===== src/sv/mtc_pkg.sv =====
`timescale 1ns / 1ps

package mtc_pkg;

  // ASCII codes used on both sides of the codec
  localparam logic [7:0] CH_DOT   = 8'h2E;
  localparam logic [7:0] CH_DASH  = 8'h2D;
  localparam logic [7:0] CH_SPACE = 8'h20;
  localparam logic [7:0] CH_NUL   = 8'h00;

  // Longest code in the table, symbol count and longest result run
  localparam int CODE_MAX_LEN = 5;
  localparam int SYMBOL_COUNT = 36;
  localparam int RUN_MAX      = 6;

  typedef struct packed {
    logic [2:0] len;
    logic [4:0] pat;  // bit i is symbol i, 1 = dash
  } code_t;

  typedef struct packed {
    logic       valid;
    logic [5:0] idx;
  } sym_t;

  // Map a letter (either case) or digit onto its table index
  function automatic sym_t sym_index(input logic [7:0] c);
    sym_t s;
    s = '0;
    if (c >= 8'h41 && c <= 8'h5A) begin
      s.valid = 1'b1;
      s.idx   = 6'(c - 8'h41);
    end else if (c >= 8'h61 && c <= 8'h7A) begin
      s.valid = 1'b1;
      s.idx   = 6'(c - 8'h61);
    end else if (c >= 8'h30 && c <= 8'h39) begin
      s.valid = 1'b1;
      s.idx   = 6'(c - 8'h30 + 8'd26);
    end
    return s;
  endfunction

  // ASCII character of a table index
  function automatic logic [7:0] sym_char(input logic [5:0] idx);
    logic [7:0] c;
    if (idx < 6'd26) begin
      c = 8'h61 + {2'b00, idx};
    end else begin
      c = 8'h30 + {2'b00, idx} - 8'd26;
    end
    return c;
  endfunction

  // Morse code of each letter and digit
  function automatic code_t code_of(input logic [5:0] idx);
    code_t k;
    case (idx)
      6'd0:    k = '{3'd2, 5'b00010};
      6'd1:    k = '{3'd4, 5'b00001};
      6'd2:    k = '{3'd4, 5'b00101};
      6'd3:    k = '{3'd3, 5'b00001};
      6'd4:    k = '{3'd1, 5'b00000};
      6'd5:    k = '{3'd4, 5'b00100};
      6'd6:    k = '{3'd3, 5'b00011};
      6'd7:    k = '{3'd4, 5'b00000};
      6'd8:    k = '{3'd2, 5'b00000};
      6'd9:    k = '{3'd4, 5'b01110};
      6'd10:   k = '{3'd3, 5'b00101};
      6'd11:   k = '{3'd4, 5'b00010};
      6'd12:   k = '{3'd2, 5'b00011};
      6'd13:   k = '{3'd2, 5'b00001};
      6'd14:   k = '{3'd3, 5'b00111};
      6'd15:   k = '{3'd4, 5'b00110};
      6'd16:   k = '{3'd4, 5'b01011};
      6'd17:   k = '{3'd3, 5'b00010};
      6'd18:   k = '{3'd3, 5'b00000};
      6'd19:   k = '{3'd1, 5'b00001};
      6'd20:   k = '{3'd3, 5'b00100};
      6'd21:   k = '{3'd4, 5'b01000};
      6'd22:   k = '{3'd3, 5'b00110};
      6'd23:   k = '{3'd4, 5'b01001};
      6'd24:   k = '{3'd4, 5'b01101};
      6'd25:   k = '{3'd4, 5'b00011};
      6'd26:   k = '{3'd5, 5'b11111};
      6'd27:   k = '{3'd5, 5'b11110};
      6'd28:   k = '{3'd5, 5'b11100};
      6'd29:   k = '{3'd5, 5'b11000};
      6'd30:   k = '{3'd5, 5'b10000};
      6'd31:   k = '{3'd5, 5'b00000};
      6'd32:   k = '{3'd5, 5'b00001};
      6'd33:   k = '{3'd5, 5'b00011};
      6'd34:   k = '{3'd5, 5'b00111};
      6'd35:   k = '{3'd5, 5'b01111};
      default: k = '0;
    endcase
    return k;
  endfunction

  // Reverse lookup: compare against every table entry, 0 when none matches
  function automatic logic [7:0] code_lookup(input code_t key);
    logic [7:0] c;
    c = CH_NUL;
    for (int i = 0; i < SYMBOL_COUNT; i++) begin
      if (code_of(6'(i)) == key) begin
        c = sym_char(6'(i));
      end
    end
    return c;
  endfunction

endpackage


===== src/sv/morse_text_codec_top.sv =====
`timescale 1ns / 1ps

// Morse text codec. With direction at 0 each ASCII character becomes its
// dots and dashes plus a letter gap (two spaces for a space, one space for
// anything else); with direction at 1 a stream of '.', '-' and spaces is
// collected into letters, and end_of_message flushes the pending letter.
// Results leave one per cycle while out_ready allows, from a six-entry run
// buffer through an output register. Every encode item gives at least one
// result and an encoded digit gives six; a decode item may give none. A new
// item is taken in the cycle the last result of the previous one moves to
// the output register, so items that give one result or none stream at one
// per cycle while out_ready allows.
module morse_text_codec_top
  import mtc_pkg::*;
#(
  parameter int MAX_CODE_LENGTH = 5
) (
  input  logic       clk,
  input  logic       rst,
  input  logic       cfg_write,
  input  logic       cfg_data,
  input  logic       in_valid,
  output logic       in_ready,
  input  logic [7:0] in_char,
  input  logic       end_of_message,
  output logic       out_valid,
  input  logic       out_ready,
  output logic [7:0] out_char,
  output logic       last_of_run
);

  localparam int LW = $clog2(MAX_CODE_LENGTH + 1);
  localparam int CW = $clog2(RUN_MAX + 1);

  logic                       direction;
  logic [MAX_CODE_LENGTH-1:0] pending_pattern;
  logic [LW-1:0]              pending_length;
  logic                       pending_invalid;
  logic                       previous_was_space;

  logic [MAX_CODE_LENGTH-1:0] pending_pattern_next;
  logic [LW-1:0]              pending_length_next;
  logic                       pending_invalid_next;
  logic                       previous_was_space_next;

  logic [7:0]    run_chars [RUN_MAX];
  logic [CW-1:0] run_left;

  logic [7:0]    res_chars [RUN_MAX];
  logic [CW-1:0] res_count;

  logic in_xfer;
  logic load_out;

  logic       is_dot, is_dash, is_space;
  sym_t       sym;
  code_t      enc;
  logic       first_emit, flush_emit;
  logic [7:0] first_char, flush_char;

  // Decode a pending sequence; overlong or foreign input gives 0
  function automatic logic [7:0] decode_pending(
    input logic [MAX_CODE_LENGTH-1:0] pat,
    input logic [LW-1:0]              len,
    input logic                       inv
  );
    logic [7:0] c;
    if (inv || len > LW'(CODE_MAX_LEN)) begin
      c = CH_NUL;
    end else begin
      c = code_lookup('{len[2:0], pat[4:0]});
    end
    return c;
  endfunction

  assign load_out = (run_left != '0) && (!out_valid || out_ready);
  assign in_ready = (run_left == '0) || (run_left == CW'(1) && load_out);
  assign in_xfer  = in_valid && in_ready;

  assign is_dot   = (in_char == CH_DOT);
  assign is_dash  = (in_char == CH_DASH);
  assign is_space = (in_char == CH_SPACE);
  assign sym      = sym_index(in_char);
  assign enc      = code_of(sym.idx);

  // Work out the decode state and the result run of the offered item
  always_comb begin
    pending_pattern_next    = pending_pattern;
    pending_length_next     = pending_length;
    pending_invalid_next    = pending_invalid;
    previous_was_space_next = previous_was_space;
    first_emit              = 1'b0;
    first_char              = decode_pending(pending_pattern, pending_length,
                                             pending_invalid);

    if (is_dot || is_dash) begin
      if (pending_length < LW'(MAX_CODE_LENGTH)) begin
        pending_pattern_next = pending_pattern
                               | (MAX_CODE_LENGTH'(is_dash) << pending_length);
        pending_length_next  = pending_length + LW'(1);
      end else begin
        pending_invalid_next = 1'b1;
      end
      previous_was_space_next = 1'b0;
    end else if (is_space) begin
      if (previous_was_space) begin
        first_emit = 1'b1;
        first_char = CH_SPACE;
      end else if (pending_length != '0 || pending_invalid) begin
        first_emit = 1'b1;
      end
      pending_pattern_next    = '0;
      pending_length_next     = '0;
      pending_invalid_next    = 1'b0;
      previous_was_space_next = 1'b1;
    end else begin
      pending_invalid_next    = 1'b1;
      previous_was_space_next = 1'b0;
    end

    // Flush on end of message
    flush_emit = end_of_message
                 && (pending_length_next != '0 || pending_invalid_next);
    flush_char = decode_pending(pending_pattern_next, pending_length_next,
                                pending_invalid_next);
    if (end_of_message) begin
      pending_pattern_next    = '0;
      pending_length_next     = '0;
      pending_invalid_next    = 1'b0;
      previous_was_space_next = 1'b0;
    end

    // Build the run: encode fills spaces after the code symbols
    for (int k = 0; k < RUN_MAX; k++) begin
      res_chars[k] = CH_SPACE;
    end
    if (!direction) begin
      if (sym.valid) begin
        for (int k = 0; k < CODE_MAX_LEN; k++) begin
          if (k < int'(enc.len)) begin
            res_chars[k] = enc.pat[k] ? CH_DASH : CH_DOT;
          end
        end
        res_count = CW'(enc.len) + CW'(1);
      end else if (is_space) begin
        res_count = CW'(2);
      end else begin
        res_count = CW'(1);
      end
    end else begin
      res_chars[0] = first_emit ? first_char : flush_char;
      res_chars[1] = flush_char;
      res_count    = CW'(first_emit) + CW'(flush_emit);
    end
  end

  // Hold the direction register
  always_ff @(posedge clk) begin
    if (rst) begin
      direction <= 1'b0;
    end else if (cfg_write) begin
      direction <= cfg_data;
    end
  end

  // Advance the decode state on each decode transfer
  always_ff @(posedge clk) begin
    if (rst) begin
      pending_pattern    <= '0;
      pending_length     <= '0;
      pending_invalid    <= 1'b0;
      previous_was_space <= 1'b0;
    end else if (in_xfer && direction) begin
      pending_pattern    <= pending_pattern_next;
      pending_length     <= pending_length_next;
      pending_invalid    <= pending_invalid_next;
      previous_was_space <= previous_was_space_next;
    end
  end

  // Load a new run on transfer, else shift one result out
  always_ff @(posedge clk) begin
    if (rst) begin
      run_left <= '0;
    end else if (in_xfer) begin
      run_left <= res_count;
    end else if (load_out) begin
      run_left <= run_left - CW'(1);
    end
  end

  always_ff @(posedge clk) begin
    if (in_xfer) begin
      for (int i = 0; i < RUN_MAX; i++) begin
        run_chars[i] <= res_chars[i];
      end
    end else if (load_out) begin
      for (int i = 0; i < RUN_MAX - 1; i++) begin
        run_chars[i] <= run_chars[i + 1];
      end
    end
  end

  // Output register
  always_ff @(posedge clk) begin
    if (rst) begin
      out_valid <= 1'b0;
    end else if (load_out) begin
      out_valid <= 1'b1;
    end else if (out_ready) begin
      out_valid <= 1'b0;
    end
  end

  always_ff @(posedge clk) begin
    if (load_out) begin
      out_char    <= run_chars[0];
      last_of_run <= (run_left == CW'(1));
    end
  end

  // Run buffer never holds more than the longest run
  a_run_bound: assert property (@(posedge clk) disable iff (rst)
    run_left <= CW'(RUN_MAX))
    else $error("run buffer count out of range");

  // Only take an item when the previous run is done or finishing
  a_ready_run: assert property (@(posedge clk) disable iff (rst)
    in_ready |-> run_left <= CW'(1))
    else $error("item taken while run still pending");

  // Every encode item gives at least one result
  a_encode_run: assert property (@(posedge clk) disable iff (rst)
    (in_xfer && !direction) |=> run_left != '0)
    else $error("encode item gave no result");

  // End of message leaves the decode state clear
  a_eom_clear: assert property (@(posedge clk) disable iff (rst)
    (in_xfer && direction && end_of_message) |=>
      (pending_length == '0 && !pending_invalid && !previous_was_space))
    else $error("decode state not cleared after end of message");

  // The final entry of a run is marked last
  a_last_mark: assert property (@(posedge clk) disable iff (rst)
    (load_out && run_left == CW'(1)) |=> (out_valid && last_of_run))
    else $error("last result of run not marked");

endmodule

===== config.mk =====
export PLATFORM = sky130hd
export DESIGN_NAME = morse_text_codec_top
export DESIGN_NICKNAME = d
export VERILOG_FILES = /design/src/sv/mtc_pkg.sv /design/src/sv/morse_text_codec_top.sv
export SDC_FILE = /design/constraint.sdc
export NUM_CORES = 1
export LEC_CHECK = 0
export BUFFER_PORTS_ARGS = -buffer_cell sky130_fd_sc_hd__buf_2
export CELL_PAD_IN_SITES_DETAIL_PLACEMENT = 0
export CELL_PAD_IN_SITES_GLOBAL_PLACEMENT = 2
export CORE_ASPECT_RATIO = 1.25
export CORE_MARGIN = 2
export CORE_UTILIZATION = 38
export DETAILED_ROUTE_END_ITERATION = 16
export GPL_ROUTABILITY_DRIVEN = 0
export GPL_TIMING_DRIVEN = 0
export PLACE_DENSITY_LB_ADDON = 0.1
export SLEW_MARGIN = 5
export SYNTH_ARGS = -nofsm -noshare
export SYNTH_HDL_FRONTEND = slang
export SYNTH_SLANG_ARGS = --single-unit

===== constraint.sdc =====
create_clock -name clk -period 4.5 [get_ports clk]
set_clock_uncertainty 0.15 [all_clocks]
set_input_delay 0 -clock clk [delete_from_list [all_inputs] [get_ports clk]]
set_output_delay 0 -clock clk [all_outputs]
set_load 0.05 [all_outputs]

==> impl_metrics.csv <==
group,metric,value,unit
outcome,status,"completed",
final_layout,post-route-util,0.437,
detailed_routing,routed_wl,16.6,mm
detailed_routing,postRouteAntennaNets,0,
worst_setup_path,r2r_slack,0.27,ns
synth,synth_edf_count,31,
synth,synthArstFlopShare,0,
cts,cts_buffers,5,
detailed_routing,drtIter0Drc,322,
synth,ys_ff_latch,46,
detailed_routing,viasPerCell,6.28,
floorplanning,die_area,13800,sq um
synth,netlist.area_leader.share,0.191,
final_layout,antenna_cells,0,
final_layout,multi_input_area,3420,sq um
timing,finalSetupViolCount,0,
timing,max_freq,0.237,GHz
floorplanning,die_h,131,microns
synth,synth_nets,659,
synth,syn_avg_cell_area,7.84,sq um
synth,synth_top_area_cell,"edfxtp_1",
worst_setup_path,cp-start-kind,"register",
final_layout,drive_gt1_frac,0.122,
synth,synth_warnings,0,
timing,hold_viol_final,0,
global_routing,grt_max_degree,26,
detailed_routing,firstDrtPassIters,6,
cts,clock-sinks,46,
final_layout,final_nets,699,
cts,clk_pin_slew,0.07,ns
detailed_routing,wl_per_cell,19.9,microns
timing,finalCritPeriodShare,0.939,
detailed_routing,num_vias,5222,
detailed_routing,drc,0,
timing,post-route-min-period,4.23,ns
cts,htreeDepth,2,
floorplanning,die_w,105,microns
power_and_ir_drop,power.static_leakage,1.96,nW
cts,cts_buffer_depth,2,
global_routing,grt_overflow_total,0,
floorplanning,start_util,0.388,
final_layout,nFillCells,1280,
worst_setup_path,crit_path_end_kind,"register",
cts,cts_root_buffer,"clkbuf_16",
synth,yosys-top-cells-area,"edfxtp_1, dfxtp_1, ha_1, a21oi_1, nor2_1",
cts,cts_tree,"yes",
synth,netlist_area,4890,sq um
timing,slew_violations,0,
power_and_ir_drop,report.power.total,1.90,mW
power_and_ir_drop,ir_drop,0.366,mV
synth,netlist_instances,623,
final_layout,seq_area,1230,sq um
timing,rsz0062_at_grt,"false",
power_and_ir_drop,power-per-cell-area,346,nW/um^2
synth,synth_cell_types,95,
global_routing,antenna_found_initial,0,
worst_setup_path,worstPathRequired,4.39,ns
global_routing,first_global_vias,4893,
final_layout,syn_to_final_growth,12.7,%
timing,maxSlewHeadroom,0.157,
floorplanning,io_pins,26,
final_layout,finalInstanceArea,5500,sq um
placement,placed_area,5210,sq um
worst_setup_path,worstPathArrival,4.11,ns
global_routing,grt_pass1_wl,26.4,mm
worst_hold_path,min-delay-path-class,"reg2reg",
synth,ys_seq_area_frac,0.252,
worst_setup_path,crit_fanout,10,
placement,post-dp-hpwl,12.7,mm
cts,clkLatencyLatePin,0.29,ns
job,max-cap-violations,0,
floorplanning,core,12600,sq um
worst_setup_path,critPathKind,"reg2reg",
timing,worst_slew_pin_slew,1.25,ns
placement,port_buffers,22,
global_routing,gr-usage-all-layers,0.238,
floorplanning,fp-row-count,46,
synth,synthFlopType,"edfxtp_1",
timing,finalSetupTns,0,ns
[layer usage]
layer | global-route usage | up-vias | share of wire
met5 | 0 | - | 0
met4 | 0.0808 | 0 | 0.034
met3 | 0.0258 | 36 | 0.043
met2 | 0.433 | 196 | 0.51
met1 | 0.294 | 2486 | 0.41
li1 | - | 2504 | -
[power breakdown]
part           leakage [nW]  internal [mW]  total (mW)  switching, mW
Sequential            0.437          0.687       0.730         0.0429
Combinational          1.45          0.230       0.796          0.566
Clock                0.0704          0.209       0.378          0.169
[synth_stat cells (all sizes together), types with 5 or more instances]
cell	instances
nor3b	5
o21ai	25
o211ai	17
or4	5
clkbuf	28
a31oi	13
and3	5
nor2	62
a211oi	14
nor4	8
nand2b	11
dfxtp	15
nor2b	8
a22oi	6
inv	20
xnor2	5
a21boi	5
edfxtp	31
nand4	7
a21oi	48
o22ai	7
a21o	5
ha	21
nand2	61
o32ai	6
buf	14
o31ai	8
nor3	35
or3	5
mux2i	5
nand3	22
[cells by family after synthesis]
group           after synthesis  share of synthesized area
compound gates              228                      0.348
xor+xnor                      6                     0.0108
fa+ha+maj                    21                     0.0538
buf+inv                      63                     0.0553
flops                        46                      0.252
mux                           6                     0.0125
other cells                   1                   0.000768
simple gates                252                      0.267
[final cells by class]
type,instances,share of cell area
clock inverter,3,0.00455
timing repair buffer,34,0.0400
multi-input combinational,514,0.622
buffer,41,0.0343
tap,168,0.0382
sequential,46,0.224
clock buffer,5,0.0227
inverter,21,0.0143
[final timing paths]
check	start	cells after the start	end
max	pending_length[0]	13	run_chars[0][1]
min	run_chars[0][5]	0	out_char[5]
max reg2reg	pending_length[0]	13	run_chars[0][1]
min reg2reg	run_chars[0][5]	0	out_char[5]
[through the flow]
stage / hold WS (ns) / setup slack, ns / cells
2_1_floorplan: -0.00280 / 0.458 / 623
3_3_place_gp: 0.136 / -0.583 / 813
3_5_place_dp: 0.117 / -0.637 / 813
4_1_cts: 0.272 / 0.171 / 828
5_1_grt: 0.274 / 0.0579 / 832
6_report: 0.270 / 0.273 / 832
[sequential cells by signal, summed over array words and instances (netlist names)]
register / flops
last_of_run: 1
previous_was_space: 1
pending_pattern: 5
out_char: 7
direction: 1
out_valid: 1
pending_invalid: 1
pending_length: 3
run_left: 3
run_chars: 23
[critical path, stage by stage, from the launching register on]
cell	delay, ns
dfxtp_1	0.37
clkbuf_1	0.37
clkbuf_2	0.32
inv_1	0.10
ha_1	0.28
a21boi_0	0.09
o32ai_2	0.46
buf_2	0.36
nor3_2	0.12
nand4_1	0.15
o211ai_2	0.16
o41ai_2	0.56
o311ai_1	0.23
o221a_1	0.27
[repair_timing]
| item | CTS | global route |
|---|---|---|
| gates resized for setup | 2 | 10 |
| hold endpoints to repair | 5 | 0 |
| setup endpoints to repair | 17 | 16 |
| pin swaps | 0 | 2 |
| hold buffers | 7 | 0 |
| setup buffers | 1 | 4 |
| cloned | 0 | 0 |
[layout by cell type, fill, tap and decap left out, drive strengths merged, types with 11 or more instances in the layout]
cell type / count
buf: 40
edfxtp: 31
ha: 21
a31oi: 13
nand3: 22
o211ai: 17
dfxtp: 15
inv: 21
o21ai: 25
nor3: 35
nand2: 61
nor2: 62
a211oi: 14
nand2b: 11
a21oi: 48
clkbuf: 33
Note: power is estimated with default switching activity, not from simulation.
